$ cat config.mk
export PLATFORM = sky130hd
export DESIGN_NAME = mfap_cfg
export DESIGN_NICKNAME = d
export VERILOG_FILES = /design/src/rtl/core/mfap_pkg.sv /design/src/rtl/core/mfap_cfg.sv
export SDC_FILE = /design/constraint.sdc
export NUM_CORES = 1
export LEC_CHECK = 0
export BUFFER_PORTS_ARGS = -buffer_cell sky130_fd_sc_hd__buf_2
export CAP_MARGIN = 20
export CORE_MARGIN = 2
export CORE_UTILIZATION = 35
export CTS_CLUSTER_DIAMETER = 30
export DETAILED_ROUTE_END_ITERATION = 6
export PLACE_DENSITY = 0.76
export SYNTH_ARGS = -nofsm -noshare
export SYNTH_HDL_FRONTEND = slang
export SYNTH_SLANG_ARGS = --single-unit
export TNS_END_PERCENT = 5
$ cat constraint.sdc
create_clock -name clk -period 0.8 [get_ports clk]
set_input_delay 0.08 -clock clk [delete_from_list [all_inputs] [get_ports clk]]
set_output_delay 0.08 -clock clk [all_outputs]
set_load 0.02 [all_outputs]
$ cat src/rtl/core/mfap_pkg.sv
// Shared constants and types for the max-flow augmenting path unit.
package mfap_pkg;

    localparam int MaxVertices = 64;
    localparam int VtxW        = $clog2(MaxVertices);
    localparam int AddrW       = 2 * VtxW;
    localparam int Entries     = MaxVertices * MaxVertices;
    localparam int CntW        = VtxW + 1;
    localparam int FieldW      = 7;
    localparam int CapW        = 16;
    localparam int ResW        = 32;
    localparam int FlowW       = 38;

    localparam logic [ResW-1:0] EntryMax = {ResW{1'b1}};

    // Register addresses (byte address bits [3:2]).
    localparam logic [1:0] RegVertexCount = 2'd0;
    localparam logic [1:0] RegSourceVertex = 2'd1;
    localparam logic [1:0] RegSinkVertex   = 2'd2;

    // Edge request payload.
    typedef struct packed {
        logic [FieldW-1:0] from_vertex;
        logic [FieldW-1:0] to_vertex;
        logic [CapW-1:0]   edge_capacity;
        logic              last_edge;
    } edge_req_t;

    // Result payload.
    typedef struct packed {
        logic [FlowW-1:0] max_flow;
    } flow_rsp_t;

    // Saturating add of two residual entries.
    function automatic logic [ResW-1:0] sat_add(input logic [ResW-1:0] a,
                                                input logic [ResW-1:0] b);
        logic [ResW:0] s;
        begin
            s = {1'b0, a} + {1'b0, b};
            sat_add = s[ResW] ? EntryMax : s[ResW-1:0];
        end
    endfunction

endpackage

$ cat src/rtl/core/mfap_cfg.sv
// APB register file holding vertex count, source and sink.
module mfap_cfg (
    input  logic                          clk,
    input  logic                          rst_n,
    input  logic                          psel,
    input  logic                          penable,
    input  logic                          pwrite,
    input  logic [3:0]                    paddr,
    input  logic [31:0]                   pwdata,
    output logic [31:0]                   prdata,
    output logic                          pready,
    output logic [mfap_pkg::FieldW-1:0]   vertex_count,
    output logic [mfap_pkg::FieldW-1:0]   source_vertex,
    output logic [mfap_pkg::FieldW-1:0]   sink_vertex
);
    import mfap_pkg::*;

    logic [FieldW-1:0] count_reg;
    logic [FieldW-1:0] src_reg;
    logic [FieldW-1:0] snk_reg;
    logic              wr_en;

    assign pready = 1'b1;
    assign wr_en  = psel && penable && pwrite;

    // Register writes; the byte offset within a word is ignored.
    always_ff @(posedge clk or negedge rst_n)
    begin
        if (!rst_n)
        begin
            count_reg <= FieldW'(64);
            src_reg   <= FieldW'(1);
            snk_reg   <= FieldW'(64);
        end
        else if (wr_en)
        begin
            case (paddr[3:2])
                RegVertexCount: count_reg <= pwdata[FieldW-1:0];
                RegSourceVertex: src_reg <= pwdata[FieldW-1:0];
                RegSinkVertex: snk_reg <= pwdata[FieldW-1:0];
                default: ;
            endcase
        end
    end

    // Read mux.
    always_comb
    begin
        prdata = '0;
        case (paddr[3:2])
            RegVertexCount: prdata = {25'd0, count_reg};
            RegSourceVertex: prdata = {25'd0, src_reg};
            RegSinkVertex: prdata = {25'd0, snk_reg};
            default: prdata = '0;
        endcase
    end

    assign vertex_count  = count_reg;
    assign source_vertex = src_reg;
    assign sink_vertex   = snk_reg;
endmodule

==> report_table.html <==
<table>
<tr><th>Metric</th><th>Value</th></tr>
<tr><th colspan="2">Status</th></tr>
<tr><td>Result of the run</td><td>finished, violations left</td></tr>
<tr><td>Violated checks</td><td>setup timing</td></tr>
<tr><th colspan="2">Setup path</th></tr>
<tr><td>Delay contributed by the slowest stage of the critical path</td><td>540 ps</td></tr>
<tr><td>Worst-case reg-to-reg path depth</td><td>2</td></tr>
<tr><td>Cell type group with the largest total delay on the critical path</td><td>flip-flops</td></tr>
<tr><td>Worst R2R End</td><td>vertex_count[6]</td></tr>
<tr><td>Cell breakdown of the critical path</td><td>mux2i_1 &gt; o21ai_1 &gt; buf_4</td></tr>
<tr><td>Crit path DAT</td><td>1210 ps</td></tr>
<tr><td>Minimum setup slack among reg-to-reg paths</td><td>-30 ps</td></tr>
<tr><td>CP Capture Type</td><td>output port</td></tr>
<tr><td>Worst flop-to-flop path startpoint</td><td>vertex_count[6]</td></tr>
<tr><td>WP buf/inv</td><td>1</td></tr>
<tr><td>Type of the setup path with the least slack</td><td>flop to output port</td></tr>
<tr><td>Top fanout value on the critical path</td><td>2</td></tr>
<tr><td>Startpoint kind of the worst setup timing path</td><td>flop</td></tr>
<tr><td>Library cell contributing the largest single delay on the critical path</td><td>sky130_fd_sc_hd__dfstp_2</td></tr>
<tr><td>Data required time at the worst endpoint</td><td>720 ps</td></tr>
<tr><th colspan="2">Pwr</th></tr>
<tr><td>Final Power</td><td>0.00382 W</td></tr>
<tr><td>Fraction of power consumed by combinational cells</td><td>47.2%</td></tr>
<tr><td>Cell Int Power</td><td>0.00243 W</td></tr>
<tr><td>Switching share of power</td><td>36.4%</td></tr>
<tr><td>Power density normalized to cell area</td><td>2220 nW/um^2</td></tr>
<tr><td>Max rail drop VDD</td><td>1.32 mV</td></tr>
<tr><td>Clock share of power</td><td>12.9%</td></tr>
<tr><td>Switching component of the power</td><td>0.00139 W</td></tr>
<tr><td>Flop pwr share</td><td>39.9%</td></tr>
<tr><td>Leak Pwr</td><td>0.899 nW</td></tr>
<tr><th colspan="2">Die</th></tr>
<tr><td>Num ports</td><td>95</td></tr>
<tr><td>Chip height</td><td>62.6 um</td></tr>
<tr><td>CORE AREA</td><td>3310 um^2</td></tr>
<tr><td>Initial Utilization</td><td>36.4%</td></tr>
<tr><td>Width of the chip</td><td>62.6 um</td></tr>
<tr><td>Area of the die</td><td>3920 um^2</td></tr>
<tr><td>Number of placement rows</td><td>21</td></tr>
<tr><th colspan="2">Detailed routing</th></tr>
<tr><td>Via total after detailed routing</td><td>878</td></tr>
<tr><td>Number of remaining DRC errors</td><td>0</td></tr>
<tr><td>Final routed wire length divided by cell count</td><td>11.6 um</td></tr>
<tr><td>Post-route antenna net violation count</td><td>0</td></tr>
<tr><td>Wire length on met1</td><td>1.04 mm</td></tr>
<tr><td>Met3 WL</td><td>160 um</td></tr>
<tr><td>Drt first-iter violations</td><td>7</td></tr>
<tr><td>Top layer used by detailed routing</td><td>met4</td></tr>
<tr><td>Via count normalized by instance count</td><td>4.18</td></tr>
<tr><td>DRT Pass-1 Iters</td><td>3</td></tr>
<tr><td>Post-Route WL</td><td>2.43 mm</td></tr>
<tr><td>Total met2 wirelength after detailed routing</td><td>1.21 mm</td></tr>
<tr><th colspan="2">Timing</th></tr>
<tr><td>Hold Vio Cnt, Final</td><td>0</td></tr>
<tr><td>Final setup slack of the worst path</td><td>-494 ps</td></tr>
<tr><td>Final count of negative-setup-slack endpoints</td><td>46</td></tr>
<tr><td>Final period util</td><td>162%</td></tr>
<tr><td>Shortest clock period the worst path allows after layout</td><td>1290 ps</td></tr>
<tr><td>Worst-case clock skew</td><td>0 ps</td></tr>
<tr><td>Maximum operating frequency</td><td>773 MHz</td></tr>
<tr><td>Max Slew Vio Count</td><td>0</td></tr>
<tr><td>Setup repair after global routing missed its margin</td><td>yes</td></tr>
<tr><th colspan="2">Synthesis</th></tr>
<tr><td>Cell taking the most area after synthesis</td><td>sky130_fd_sc_hd__dfrtp_1</td></tr>
<tr><td>Compound-cell area share of the yosys netlist</td><td>2.91%</td></tr>
<tr><td>Post-synthesis instance area</td><td>1200 um^2</td></tr>
<tr><td>Commonest cells post-synth</td><td>sky130_fd_sc_hd__buf_4, sky130_fd_sc_hd__dfrtp_1, sky130_fd_sc_hd__mux2_2</td></tr>
<tr><td>Combinational family with the most area after synthesis</td><td>multiplexers</td></tr>
<tr><td>Top_reg_cell synth</td><td>sky130_fd_sc_hd__dfrtp_1</td></tr>
<tr><td>Share of synthesized flip-flops with an asynchronous set or reset</td><td>100%</td></tr>
<tr><td>Total of flip-flops plus latches after synthesis</td><td>21</td></tr>
<tr><td>Number of warnings reported in the yosys synthesis log</td><td>0</td></tr>
<tr><td>Portion of netlist area occupied by mux cells</td><td>27.7%</td></tr>
<tr><td>Count of mapped cells out of synthesis</td><td>99</td></tr>
<tr><td>Number of flops mapped to enable cells by yosys</td><td>0</td></tr>
<tr><td>Synthesized-area fraction occupied by adder cells</td><td>0%</td></tr>
<tr><td>Leading cell type by number of instances after synthesis</td><td>sky130_fd_sc_hd__buf_4</td></tr>
<tr><td>Leading cell types by total area after synthesis</td><td>sky130_fd_sc_hd__dfrtp_1, sky130_fd_sc_hd__buf_4, sky130_fd_sc_hd__mux2_2</td></tr>
<tr><td>Average instance area after synthesis</td><td>12.2 um^2</td></tr>
<tr><td>Synthesized-area fraction occupied by xor and xnor cells</td><td>0%</td></tr>
<tr><td>Proportion of synthesized chip area in sequential cells</td><td>44.0%</td></tr>
<tr><td>Count of different cell masters after synthesis</td><td>15</td></tr>
<tr><td>Share of the synthesized area in the top cell type</td><td>37.4%</td></tr>
<tr><td>Simple-Gate Fraction of Synth Area</td><td>6.13%</td></tr>
<tr><th colspan="2">Finish</th></tr>
<tr><td>Count of nets after finishing</td><td>206</td></tr>
<tr><td>Post-layout instance area</td><td>1720 um^2</td></tr>
<tr><td>Fraction of layout instances using a drive strength above 1</td><td>59.1%</td></tr>
<tr><td>Syn-to-layout area delta</td><td>43.2%</td></tr>
<tr><td>Filler cell count</td><td>309</td></tr>
<tr><td>Post-route insts no fill</td><td>210</td></tr>
<tr><td>Number of antenna repair diodes</td><td>0</td></tr>
<tr><th colspan="2">Run</th></tr>
<tr><td>Max-Cap Viols</td><td>0</td></tr>
<tr><th colspan="2">Hold path</th></tr>
<tr><td>Endpoint of the worst hold-timing path</td><td>source_vertex[3]</td></tr>
<tr><td>Type of the most critical hold path</td><td>primary input to flop</td></tr>
<tr><td>Min-Delay Path Depth</td><td>2</td></tr>
<tr><td>Min-delay src</td><td>pwdata[3]</td></tr>
<tr><th colspan="2">GRT</th></tr>
<tr><td>Largest net degree at the start of global routing</td><td>22</td></tr>
<tr><td>Overflow left after global routing</td><td>0</td></tr>
<tr><td>Global-route wire length before repair</td><td>3.73 mm</td></tr>
<tr><td>Antenna violations before repair</td><td>0</td></tr>
<tr><td>Overall track demand over capacity in global routing</td><td>12.0%</td></tr>
<tr><td>Vias in the first global route</td><td>784</td></tr>
<tr><th colspan="2">Clock network</th></tr>
<tr><td>Longest Clk Path Bufs</td><td>2</td></tr>
<tr><td>Post-CTS Setup Repair Bufs</td><td>0</td></tr>
<tr><td>Number of levels the H-tree was split into</td><td>1</td></tr>
<tr><td>Clk root buf</td><td>sky130_fd_sc_hd__clkbuf_4</td></tr>
<tr><td>TritonCTS clock tree</td><td>built</td></tr>
<tr><td>Num CTS Buffers</td><td>3</td></tr>
<tr><td>Sinks on the clock net</td><td>21</td></tr>
<tr><td>Clk Latency, worst-skew pair</td><td>290 ps</td></tr>
<tr><td>Clock-pin slew on the worst setup and hold paths</td><td>110 ps</td></tr>
<tr><th colspan="2">Placed design</th></tr>
<tr><td>Count of port buffers added during placement</td><td>41</td></tr>
<tr><td>Total placed instance area</td><td>1560 um^2</td></tr>
<tr><td>Final weighted congestion of routability-driven global placement</td><td>0.739</td></tr>
<tr><td>Inst Count DP</td><td>205</td></tr>
<tr><td>Post-DP HPWL</td><td>1.93 mm</td></tr>
</table>
[repair_timing]
action                                 4_1_cts  5_1_grt
gates cloned                                 0        0
resized for setup                           21       16
setup endpoints to repair                   49       45
hold buffers                                 1        0
pin swaps                                    1        1
endpoints found under the hold margin       18        0
[power by group through the flow]
stage	logic, W	clock network (W)	registers (W)
global placement	0.00155	0	0.00153
CTS	0.00171	0.000509	0.00152
finish	0.00180	0.000492	0.00153
global route	0.00191	0.000580	0.00157
floorplan	0.000709	0	0.00183
detailed placement	0.00158	0	0.00153
[layer usage]
layer  global-route usage (%)  up-vias
met5                        0        -
met4                     3.33        0
met3                     2.52        2
met2                     20.2       45
met1                     15.7      415
li1                         -      416
[sequential cells by signal, summed over array words and instances (netlist names)]
| signal | count |
|---|---|
| source_vertex | 7 |
| sink_vertex | 7 |
| vertex_count | 7 |
[worst register-to-register path, cell delays in order (launching register included)]
cell and delay, ps:
sky130_fd_sc_hd__dfstp_2 540, sky130_fd_sc_hd__buf_4 110, sky130_fd_sc_hd__mux2_2 130
[area by class of cell]
type	instances	area, um^2	share of cell area (%)
clock inverter	1	5.00	0.290
multi-input combinational	73	562	32.6
timing repair buffer	66	548	31.8
tap	46	57.6	3.34
clock buffer	3	22.5	1.31
sequential	21	529	30.7
[through the flow]
| step | worst slack [ps] | utilization, % | setup TNS (ps) | hold WS [ps] |
|---|---|---|---|---|
| 6_report | -494 | 52.1 | -7630 | 34.3 |
| 5_1_grt | -580 | 52.1 | -9510 | 10.3 |
| 4_1_cts | -504 | 50.5 | -7910 | 29.4 |
| 3_5_place_dp | -413 | 47.0 | -9460 | 55.8 |
| 3_3_place_gp | -401 | 47.0 | -9330 | 53.1 |
| 2_1_floorplan | -289 | - | -6370 | -216 |
[cell usage in the layout (no fill, tap or decap), types with 2 or more instances in the layout]
cell type / n
sky130_fd_sc_hd__mux2_4: 7
sky130_fd_sc_hd__clkbuf_4: 3
sky130_fd_sc_hd__o21ai_1: 7
sky130_fd_sc_hd__dfstp_2: 3
sky130_fd_sc_hd__nand2_1: 7
sky130_fd_sc_hd__conb_1: 26
sky130_fd_sc_hd__mux2i_1: 7
sky130_fd_sc_hd__buf_6: 22
sky130_fd_sc_hd__buf_12: 2
sky130_fd_sc_hd__mux2_2: 14
sky130_fd_sc_hd__dfrtp_1: 18
sky130_fd_sc_hd__buf_4: 18
sky130_fd_sc_hd__buf_2: 23
[how the worst max path moves through the flow]
stage                    start                to  cells past startpoint
6_report       vertex_count[6]         prdata[6]                      3
2_1_floorplan           pwrite  source_vertex[1]                      4
3_3_place_gp            pwrite    sink_vertex[2]                      6
5_1_grt        vertex_count[6]         prdata[6]                      3
3_5_place_dp            pwrite  source_vertex[1]                      5
4_1_cts        vertex_count[6]         prdata[6]                      3
[logic make-up (layout without fill, tap and decap cells)]
family,Yosys count,after routing
buffers and inverters,29,70
DFF,21,21
and+or+nand+nor,12,12
muxes,28,28
other,2,26
AOI/OAI and AO/OA,7,7
Power figures use the tool's default switching activity.
